$ cat src/rtl/core/psrc_pkg.sv
// Package for the pair-sum range counter: fixed field widths, register
// indexes and the control struct carried along the cell chain.
// No dependencies.
package psrc_pkg;

   localparam int REG_BITS       = 33;  // sum_low / sum_high registers
   localparam int IN_VALUE_BITS  = 32;  // width of the value field
   localparam int BOUND_BITS     = 34;  // signed window bounds (reg - value)
   localparam int ITEM_BITS      = 10;  // per-request pair count
   localparam int TOTAL_BITS     = 19;  // running pair total
   localparam int CSR_INDEX_BITS = 1;

   localparam logic [REG_BITS-1:0] SUM_LOW_RESET  = '0;
   localparam logic [REG_BITS-1:0] SUM_HIGH_RESET = '1;

   typedef enum logic [CSR_INDEX_BITS-1:0] {
      CSR_SUM_LOW  = 1'b0,
      CSR_SUM_HIGH = 1'b1
   } csr_index_type;

   // Control bits that travel with a request through the chain.
   typedef struct packed {
      logic valid;
      logic start;
      logic ovf;
   } query_ctl_type;

endpackage

$ cat src/rtl/core/psrc_cell.sv
// One cell of the pair-sum chain: holds one stored value, tests the passing
// request against it and hands the request on. Depends on psrc_pkg.
module psrc_cell
   import psrc_pkg::*;
#(
   parameter int VALUE_W    = 32,
   parameter int INDEX_W    = 10,
   parameter int CELL_INDEX = 0
) (
   input  logic                         clock,
   input  logic                         reset,
   input  logic                         adv,
   input  query_ctl_type                in_ctl,
   input  logic [VALUE_W-1:0]           in_value,
   input  logic signed [BOUND_BITS-1:0] in_lo,
   input  logic signed [BOUND_BITS-1:0] in_hi,
   input  logic [INDEX_W-1:0]           in_index,
   input  logic [INDEX_W-1:0]           in_hits,
   output query_ctl_type                out_ctl,
   output logic [VALUE_W-1:0]           out_value,
   output logic signed [BOUND_BITS-1:0] out_lo,
   output logic signed [BOUND_BITS-1:0] out_hi,
   output logic [INDEX_W-1:0]           out_index,
   output logic [INDEX_W-1:0]           out_hits
);

   localparam logic [INDEX_W-1:0] MY_INDEX = INDEX_W'(CELL_INDEX);

   logic [VALUE_W-1:0]           stored_ff;
   query_ctl_type                ctl_ff;
   logic [VALUE_W-1:0]           value_ff;
   logic signed [BOUND_BITS-1:0] lo_ff;
   logic signed [BOUND_BITS-1:0] hi_ff;
   logic [INDEX_W-1:0]           index_ff;
   logic [INDEX_W-1:0]           hits_ff;
   logic [INDEX_W-1:0]           hits_in;
   logic signed [BOUND_BITS-1:0] stored_ext;
   logic                         active;
   logic                         hit;
   logic                         store_here;

   // Cells below the request's index hold values of the current set.
   assign active     = in_ctl.valid && !in_ctl.ovf;
   assign stored_ext = $signed(BOUND_BITS'(stored_ff));
   assign hit        = active && (MY_INDEX < in_index)
                       && (stored_ext >= in_lo) && (stored_ext <= in_hi);
   assign store_here = active && (in_index == MY_INDEX);
   assign hits_in    = in_hits + INDEX_W'(hit);

   always_ff @(posedge clock) begin
      if (reset) begin
         ctl_ff <= '0;
      end else if (adv) begin
         ctl_ff <= in_ctl;
      end
   end

   always_ff @(posedge clock) begin
      if (adv) begin
         value_ff <= in_value;
         lo_ff    <= in_lo;
         hi_ff    <= in_hi;
         index_ff <= in_index;
         hits_ff  <= hits_in;
      end
      if (adv && store_here) begin
         stored_ff <= in_value;
      end
   end

   assign out_ctl   = ctl_ff;
   assign out_value = value_ff;
   assign out_lo    = lo_ff;
   assign out_hi    = hi_ff;
   assign out_index = index_ff;
   assign out_hits  = hits_ff;

endmodule

$ cat config.mk
export PLATFORM = sky130hd
export DESIGN_NAME = psrc_cell
export DESIGN_NICKNAME = d
export VERILOG_FILES = /design/src/rtl/core/psrc_pkg.sv /design/src/rtl/core/psrc_cell.sv
export SDC_FILE = /design/constraint.sdc
export NUM_CORES = 1
export LEC_CHECK = 0
export BUFFER_PORTS_ARGS = -buffer_cell sky130_fd_sc_hd__buf_2
export CAP_MARGIN = 25
export CORE_MARGIN = 5
export CORE_UTILIZATION = 50
export CTS_BUF_LIST = sky130_fd_sc_hd__clkbuf_16
export DETAILED_ROUTE_END_ITERATION = 16
export GPL_ROUTABILITY_DRIVEN = 0
export HOLD_SLACK_MARGIN = 0.02
export PLACE_DENSITY = 0.91
export SETUP_SLACK_MARGIN = 0.15
export SLEW_MARGIN = 20
export SYNTH_ARGS = -nofsm -noshare
export SYNTH_HDL_FRONTEND = slang
export SYNTH_SLANG_ARGS = --single-unit
$ cat constraint.sdc
create_clock -name clock -period 3.95 [get_ports clock]
set_clock_uncertainty 0.2 [all_clocks]
set_input_delay 0.395 -clock clock [delete_from_list [all_inputs] [get_ports clock]]
set_output_delay 0.395 -clock clock [all_outputs]
set_load 0.1 [all_outputs]
==> metrics.md <==
| Metric | Value |
|---|---|
| Cell area after synthesis | approximately 6500 um2 |
| FP Rows | 41 |
| Layout cells sized above 1 | between 30% and 40% |
| Clock tree buffer depth | 2 |
| Nets@finish | 991 |
| Finished Cell Area | 9690 um2 |
| Fin crit share | 87.0% |
| Fin util | 76.4% |
| Final setup violating endpoints | 0 |
| Initial core utilization | 51.3% |
| Total power | 4.64 mW |
| Final min period | 3.44 ns |
| Core area | 12700 um2 |
| Via/cell ratio | 5.20 |
| Setup TNS | 0 ns |
| Post-synth top area share | 70.2% |
| DRC violations left | 0 |
| Layout Cells excl Fill | 985 |
| YS warnings | 0 |
| Startpoint types | input port |
| Setup Buffers After CTS | 0 |
| Area growth, synth to finish | 48.9% |
| PostCTS Resize Cnt | 0 |
| Max frequency | 0.291 GHz |
| Synth area leaders | edfxtp_1 70%, ha_1 13%, inv_1 3.8% |
| WHS | 0.0382 ns |
| Post-Syn Area per Cell | 15.6 um2 |
| GRT Resource Usage Total | between 20% and 30% |
| Boundary pin count | 249 |
| Hold_buf cts | ~110 |
| Post-Syn Instances | between 400 and 500 |
| Layout fillers | 722 |
| CP max FO | 3 |
| Slew HR | 58.8% |
| Yosys cell types | 36 |
| RSZ-0062 raised after global routing | false |
| Grt total ovfl | 0 |
| Clk slew on worst S/H paths | 0.06 ns |
| Root buf cell | clkbuf_16 |
| Port Buffers | around 250 |
| Synth area leader | edfxtp_1 |
| Worst path cell trace | dlygate4sd3_1 > buf_2 > inv_1 > ha_1 > a21oi_1 > o21ai_0 > a221oi_1 > o22ai_1 > nor3_1 > o22a_1 > ha_1 > nand2_1 > nor2_1 > nand3_1 > xnor2_1 |
| Wire per inst | 19.9 um |
| Syn_nets | 610 |
| Post-synthesis sequential area ratio | between 70% and 80% |
| Final wirelength | 19600 um |
| Pin count of the biggest net entering global routing | 48 |
| Most frequent CP cell | ha_1 |
| Max-slew violations | 0 |
| Commonest cells after routing, fill and taps aside | 247 x buf_2, 152 x edfxtp_1, 111 x dlygate4sd3_1 |
| Placed inst area | 7990 um2 |
| Max rail drop VDD | 395 uV |
| Measured slew at the worst slew-check pin | 0.618 ns |
| Clk sink count | 155 |
| Worst path buffer plus inverter count | 3 |
| Worst Setup End Kind | register |
| Die ar. | 15400 um2 |
| Top delay family on crit path | compound AO/OA/AOI/OAI gates |
| Status | finished clean |
| Number of DRC markers in iteration 0 | 305 |
| Seq cells post-synth | 155 |
| Cts bufs inserted | 17 |
| Global-route wire length before repair | 29200 um |
| PwrDens | between 400 and 500 nW/um2 |
| Crit path largest cell delay | 0.55 ns |
| Lkg Pwr | about 4.4 nW |
| Antenna viol nets, final | 0 |
| Number of global-route vias before repair | 5571 |
| Hold WC Path Type | input port to register |
| Setup WS post-layout | 0.512 ns |
| Initial antenna violation count | 1 |
| CTS tree | done |
| Arr. time, crit path | 3.41 ns |
| Crit Path Class | input port to register |
| Vias | between 5000 and 6000 |
| Final hold vios | 0 |
| DP Wirelength | 12900 um |
| Chip height | 124 um |
| H-Tree Depth | 4 |
| Setup WS pre-CTS | about 0.66 ns |
| Most common cell after layout, fill and taps aside | buf_2 |
| Cells after DPL | 840 |
| CP max-delay cell | dlygate4sd3_1 |
| DIE WIDTH | 124 um |
| Required @ worst endpoint | approximately 4 ns |
| Clock latency on the worst-skew pair | 0.42 ns |
| Max Cap Viol | 0 |
| Iteration count of the initial detailed-routing pass | 4 |
worst min-delay path, delay by kind of cell:
kind | cells | cell delay [ns]
buffers and inverters | 1 | 0.09
multiplexers | 1 | 0.06
AND/OR/NAND/NOR | 1 | 0.08
metal layers:
layer	up-vias	part of all wire, %	global-route usage (%)
met4	0	3.4	12.0
met2	280	56	49.2
met3	62	7.1	7.22
met5	-	0	0
li1	2331	-	-
met1	2449	33	25.9
power breakdown:
part           leakage, nW  switching (mW)  internal, mW
Combinational         2.62           0.916         0.224
Clock                0.282           0.634         0.917
Sequential            1.49          0.0308          1.92
registers in the layout (all words and copies together), names as in the netlist:
name and cells:
out_index 10, out_lo 34, out_ctl 3, stored_ff 32, out_hits 10, out_hi 34
out_value 32
final cells by class:
class | count | area [um2] | area share (%)
Clock buffer | 17 | 425 | 4.39
Tap cell | 172 | 215 | 2.22
Multi-Input combinational cell | 198 | 1640 | 17.0
Sequential cell | 155 | 4620 | 47.7
Timing Repair Buffer | 362 | 2400 | 24.7
Clock inverter | 15 | 135 | 1.39
Antenna cell | 1 | 2.50 | 0.0258
Inverter | 65 | 244 | 2.52
worst paths after layout:
path	from	end	slack, ns	cells past startpoint
worst max-delay path	in_hi[21]	out_hits[9]	0.51	15
worst min-delay path	in_ctl[1]	out_ctl[1]	0.04	3
worst max register to register	stored_ff[21]	out_hits[9]	0.77	12
worst min register to register	out_ctl[1]	out_ctl[1]	0.33	2
logic make-up (layout without fill, tap and decap cells):
kind of cell / count (synthesis) / count (layout) / share of synthesized area, %
DFF: 155 / 155 / 71.1
buffers and inverters: 65 / 459 / 3.75
adders and majority gates: 66 / 66 / 12.7
other: 0 / 1 / 0
AOI/OAI and AO/OA: 50 / 50 / 4.85
muxes: 3 / 3 / 0.462
and+or+nand+nor: 71 / 71 / 6.06
xor gates and xnor gates: 8 / 8 / 1.08
synthesized netlist by cell type (all sizes together):
library cell	count
edfxtp	152
ha	66
inv	65
a21oi	21
nand2	16
nor2	15
nand3	12
nand4	11
a21o	8
a211oi	6
o21ai	6
xnor2	6
and4	4
nor4	4
dfxtp	3
mux2i	3
nor3	3
a221oi	2
nand3b	2
xor2	2
a21boi	1
a31oi	1
and3b	1
and4bb	1
nand2b	1
o21bai	1
o22a	1
o22ai	1
o2bb2ai	1
o31ai	1
or3	1
Note: power is estimated with default switching activity, not from simulation.
