`config.mk`:
```
export PLATFORM = sky130hd
export DESIGN_NAME = psrc_tally
export DESIGN_NICKNAME = d
export VERILOG_FILES = /design/src/rtl/core/psrc_pkg.sv /design/src/rtl/core/psrc_tally.sv
export SDC_FILE = /design/constraint.sdc
export NUM_CORES = 1
export LEC_CHECK = 0
export BUFFER_PORTS_ARGS = -buffer_cell sky130_fd_sc_hd__buf_4
export CORE_UTILIZATION = 50
export DETAILED_ROUTE_END_ITERATION = 8
export PLACE_DENSITY_LB_ADDON = 0.3
export RECOVER_POWER = 25
export SYNTH_ARGS = -nofsm -noshare
export SYNTH_HDL_FRONTEND = slang
export SYNTH_SLANG_ARGS = --single-unit
```
`constraint.sdc`:
```
create_clock -name clock -period 3.5 [get_ports clock]
set_input_delay 0.875 -clock clock [delete_from_list [all_inputs] [get_ports clock]]
set_output_delay 0.875 -clock clock [all_outputs]
set_load 0.02 [all_outputs]
```
`src/rtl/core/psrc_pkg.sv`:
```
// Package for the pair-sum range counter: fixed field widths, register
// indexes and the control struct carried along the cell chain.
// No dependencies.
package psrc_pkg;

   localparam int REG_BITS       = 33;  // sum_low / sum_high registers
   localparam int IN_VALUE_BITS  = 32;  // width of the value field
   localparam int BOUND_BITS     = 34;  // signed window bounds (reg - value)
   localparam int ITEM_BITS      = 10;  // per-request pair count
   localparam int TOTAL_BITS     = 19;  // running pair total
   localparam int CSR_INDEX_BITS = 1;

   localparam logic [REG_BITS-1:0] SUM_LOW_RESET  = '0;
   localparam logic [REG_BITS-1:0] SUM_HIGH_RESET = '1;

   typedef enum logic [CSR_INDEX_BITS-1:0] {
      CSR_SUM_LOW  = 1'b0,
      CSR_SUM_HIGH = 1'b1
   } csr_index_type;

   // Control bits that travel with a request through the chain.
   typedef struct packed {
      logic valid;
      logic start;
      logic ovf;
   } query_ctl_type;

endpackage

```
`src/rtl/core/psrc_tally.sv`:
```
// Tail of the pair-sum chain: saturates the per-request count, keeps the
// running total of the set and holds the response registers. Depends on psrc_pkg.
module psrc_tally
   import psrc_pkg::*;
#(
   parameter int INDEX_W = 10
) (
   input  logic                  clock,
   input  logic                  reset,
   input  logic                  adv,
   input  query_ctl_type         in_ctl,
   input  logic [INDEX_W-1:0]    in_hits,
   output logic                  rsp_valid,
   output logic [ITEM_BITS-1:0]  rsp_item_pairs,
   output logic [TOTAL_BITS-1:0] rsp_total_pairs,
   output logic                  rsp_overflow
);

   localparam int WIDE_W = (INDEX_W > ITEM_BITS) ? INDEX_W : ITEM_BITS;
   localparam int SUM_W  = ((INDEX_W > TOTAL_BITS) ? INDEX_W : TOTAL_BITS) + 1;
   localparam logic [ITEM_BITS-1:0]  ITEM_MAX  = '1;
   localparam logic [TOTAL_BITS-1:0] TOTAL_MAX = '1;

   logic [TOTAL_BITS-1:0] total_ff;
   logic [TOTAL_BITS-1:0] total_in;
   logic                  valid_ff;
   logic [ITEM_BITS-1:0]  item_ff;
   logic [ITEM_BITS-1:0]  item_in;
   logic [TOTAL_BITS-1:0] out_total_ff;
   logic                  ovf_ff;
   logic [TOTAL_BITS-1:0] base;
   logic [WIDE_W-1:0]     hits_wide;
   logic [SUM_W-1:0]      sum;

   always_comb begin
      base      = in_ctl.start ? '0 : total_ff;
      hits_wide = WIDE_W'(in_hits);
      sum       = SUM_W'(base) + SUM_W'(in_hits);
      if (in_ctl.ovf) begin
         item_in  = '0;
         total_in = base;
      end else begin
         item_in  = (hits_wide > WIDE_W'(ITEM_MAX)) ? ITEM_MAX : ITEM_BITS'(hits_wide);
         total_in = (sum > SUM_W'(TOTAL_MAX)) ? TOTAL_MAX : TOTAL_BITS'(sum);
      end
   end

   always_ff @(posedge clock) begin
      if (reset) begin
         valid_ff <= 1'b0;
         total_ff <= '0;
      end else if (adv) begin
         valid_ff <= in_ctl.valid;
         if (in_ctl.valid) begin
            total_ff <= total_in;
         end
      end
   end

   always_ff @(posedge clock) begin
      if (adv && in_ctl.valid) begin
         item_ff      <= item_in;
         out_total_ff <= total_in;
         ovf_ff       <= in_ctl.ovf;
      end
   end

   assign rsp_valid       = valid_ff;
   assign rsp_item_pairs  = item_ff;
   assign rsp_total_pairs = out_total_ff;
   assign rsp_overflow    = ovf_ff;

endmodule

```
==> results_dict.tcl <==
set metrics [dict create \
    route.antenna.remaining_nets 0 \
    synth_fp_nets 339 \
    placement.setup.worst_slack_ps 11.1 \
    fmaxAchievable_mhz 308 \
    critical-path-max-stage-delay_ps 480 \
    detail_route.drc_violations 0 \
    clkSlewWorstSetupHoldPaths_ps 90 \
    globalplace.congestion 0.898 \
    timing.clock.skew_ps 12.3 \
    tritoncts.num_buffers 5 \
    nFillCells 493 \
    initial_core_util_pct 52.8 \
    postCtsResizedCells 0 \
    globalRouteTotalUtil_pct 24.8 \
    power_leakage_nw 1.39 \
    synthesized_area_divided_by_synthesized_cell_count_um2 9.50 \
    critical-path-top-cell-by-count "sky130_fd_sc_hd__buf_4" \
    cts.root.buffer_cell "sky130_fd_sc_hd__clkbuf_8" \
    finalSetupViolCount 0 \
    setup_ws_ps 254 \
    report.final.slew_viol_count 0 \
    antenna_cells_inserted 0 \
    placement.io_buffers 46 \
    cp_num_buf_inv 3 \
    setup_tns_ps 0 \
    worst-setup-path-type "primary input to register" \
    synth_cell_type_count 60 \
    synth_adder_area_share_pct 4.90 \
    hold_path.class "register to register" \
    finalCritPeriodShare_pct 92.8 \
    critPathMaxFanout 15 \
    nets 394 \
    worst_slew_margin_rel_pct 29.8 \
    fp-row-count 27 \
    drv.max_cap_violation_count 0 \
    tritoncts "done" \
    ys_top_cells_by_area "sky130_fd_sc_hd__edfxtp_1, sky130_fd_sc_hd__dfxtp_1, sky130_fd_sc_hd__a21oi_1, sky130_fd_sc_hd__ha_1, sky130_fd_sc_hd__o21ai_0" \
    synthFlopType "sky130_fd_sc_hd__edfxtp_1" \
    number_of_ports_placed_on_the_die_boundary 47 \
    htree_num_levels 2 \
    final-hold-violation-count 0 \
    yosys_register_bits 50 \
    post_cts_hold_buffer_count 0 \
    drt-vias-per-instance 5.86 \
    timing.critical_path.required_ps 3710 \
    asyncSetResetFlopFracSynth_pct 0 \
    insertion_delay_ps 310 \
    dieArea_mm2 0.00624 \
    arrival_ps 3460 \
    worst_setup_path_start_kind "primary input" \
    final_cell_mix "sky130_fd_sc_hd__buf_4, sky130_fd_sc_hd__nand2_1, sky130_fd_sc_hd__edfxtp_1, sky130_fd_sc_hd__a21oi_1, sky130_fd_sc_hd__o21ai_0" \
    clock_sink_count 50 \
    cts_setup_buffers 0 \
    post_synth_inst_count 312 \
    routedWlPerCell_um 16.7 \
    floorplan.core_area_mm2 0.00561 \
    die_height_um 79.0 \
    final_period_minus_worst_setup_slack_ps 3250 \
    yosys-mux-area-fraction_pct 1.06 \
    yosysWarnings 0 \
    power_density_mw_per_mm2 359 \
    finish.cell_count_without_fillers 440 \
    layout_commonest_cell "sky130_fd_sc_hd__buf_4" \
    drive_above_1_share_pct 20.9 \
    grt_first_pass_wirelength_um 11900 \
    synth_edf_count 30 \
    path_cells "buf_4 -> buf_4 -> nor2b_1 -> ha_1 -> nand2_1 -> nor2_1 -> o2111ai_4 -> buf_4 -> a211oi_2 -> nor2_1 -> a221oi_1" \
    layout.core_utilization_pct 63.0 \
    post_synth_and_or_nand_nor_area_fraction_pct 17.7 \
    synth_top_area_cell "sky130_fd_sc_hd__edfxtp_1" \
    outcome "complete, no violations" \
    critical_path.top_delay_family "compound AO/OA/AOI/OAI gates" \
    drt_iter0_drc 172 \
    post_synth_xor_area_fraction_pct 3.55 \
    fp.dieW_um 79.0 \
    timing.critical_path.slowest_stage_cell "sky130_fd_sc_hd__a211oi_2" \
    vias_in_the_first_global_route 2414 \
    area.growth.synth_to_final_pct 19.2 \
    first_pass_iters 5 \
    total_overflow_reported_by_the_global_router 0 \
    synth.yosys.seq_area_share_pct 43.9 \
    synth_area_mm2 0.00296 \
    dp_hpwl_um 5430 \
    dp_cells 432 \
    antenna_found_initial 0 \
    synth-compound-area-share_pct 24.5 \
    grt_max_degree 35 \
    postRouteWirelength_um 7350 \
    main_combinational_cell_family_by_area_after_synthesis "compound AO/OA/AOI/OAI gates" \
    vias 2579 \
    synth_top_area_share_pct 30.4 \
    end_kind "register" \
    worst-slew-pin-transition_ps 1050 \
    cts_max_path_buffers 2 \
    rsz_0062_raised_after_global_routing "false" \
    ir_drop_mv 0.191 \
]
metrics by stage:
| stage | hold WS [ps] | power, W | area, um2 |
|---|---|---|---|
| after floorplan | 427 | 0.000802 | 2960 |
| after global placement | 437 | 0.000877 | 3460 |
| after detailed placement | 439 | 0.000882 | 3460 |
| after CTS | 450 | 0.00127 | 3570 |
| after global routing | 483 | 0.00131 | 3530 |
| final | 452 | 0.00127 | 3530 |
cell type report:
class                           instances  area [um2]  area share (%)
Clock inverter                          2        33.8           0.956
Multi-Input combinational cell        232        1530            43.4
Tap cell                               72        90.1            2.55
Sequential cell                        50        1300            36.8
Inverter                               12        45.0            1.28
Timing Repair Buffer                   66         458            13.0
Clock buffer                            6        72.6            2.05
synth_stat cells (all sizes together) (3+ instances only):
| cell type | number |
|---|---|
| edfxtp | 30 |
| a21oi | 28 |
| nor2 | 23 |
| clkbuf | 9 |
| buf | 9 |
| a21o | 7 |
| a31oi | 3 |
| nand2 | 30 |
| xnor2 | 8 |
| nor2b | 19 |
| nand4 | 4 |
| ha | 10 |
| inv | 11 |
| o211ai | 5 |
| nor3 | 7 |
| a211oi | 7 |
| o2111ai | 4 |
| a221oi | 3 |
| xor2 | 4 |
| a22oi | 3 |
| dfxtp | 20 |
| o21ai | 25 |
| nand2b | 4 |
| a31o | 3 |
| nand3 | 6 |
path summary, 6_finish.rpt:
| path | startpoint | to | slack, ps | depth (start not counted) |
|---|---|---|---|---|
| setup / recovery | in_ctl[1] | total_ff[10] | 250 | 11 |
| hold reg to reg | total_ff[8] | total_ff[8] | 450 | 2 |
| hold / removal | total_ff[8] | total_ff[8] | 450 | 2 |
| setup reg to reg | total_ff[6] | total_ff[10] | 750 | 9 |
worst register-to-register path: stages (launching register included):
cell and delay [ps]:
sky130_fd_sc_hd__dfxtp_1 330, sky130_fd_sc_hd__nor2b_1 150, sky130_fd_sc_hd__ha_1 450, sky130_fd_sc_hd__nand2_1 90
sky130_fd_sc_hd__nor2_1 350, sky130_fd_sc_hd__o2111ai_4 210, sky130_fd_sc_hd__buf_4 200, sky130_fd_sc_hd__a211oi_2 480
sky130_fd_sc_hd__nor2_1 140, sky130_fd_sc_hd__a221oi_1 280
kinds of logic (layout without fill, tap and decap cells):
family,after synthesis,in the layout
mux,3,3
simple gates,104,104
buf+inv,30,86
fa+ha+maj,11,11
xor+xnor,12,12
flops,50,50
compound gates,102,102
flip-flops by register name, summed over array words and instances, names as in the netlist:
| signal | flops |
|---|---|
| rsp_total_pairs | 19 |
| rsp_item_pairs | 10 |
| total_ff | 19 |
| rsp_overflow | 1 |
| rsp_valid | 1 |
layer usage:
layer	global-route usage, %	vias to the layer above	wire [um]
li1	-	1259	-
met1	34.8	1213	3230
met2	40.0	102	3580
met3	3.68	5	491
met4	6.18	0	47
met5	0	-	0
where the power goes:
part           internal, W  leakage (nW)  switching, W
Clock             0.000211        0.0528      0.000191
Combinational    0.0000801         0.902      0.000125
Sequential        0.000651         0.435    0.00000843
(Power assumes the default switching activity.)
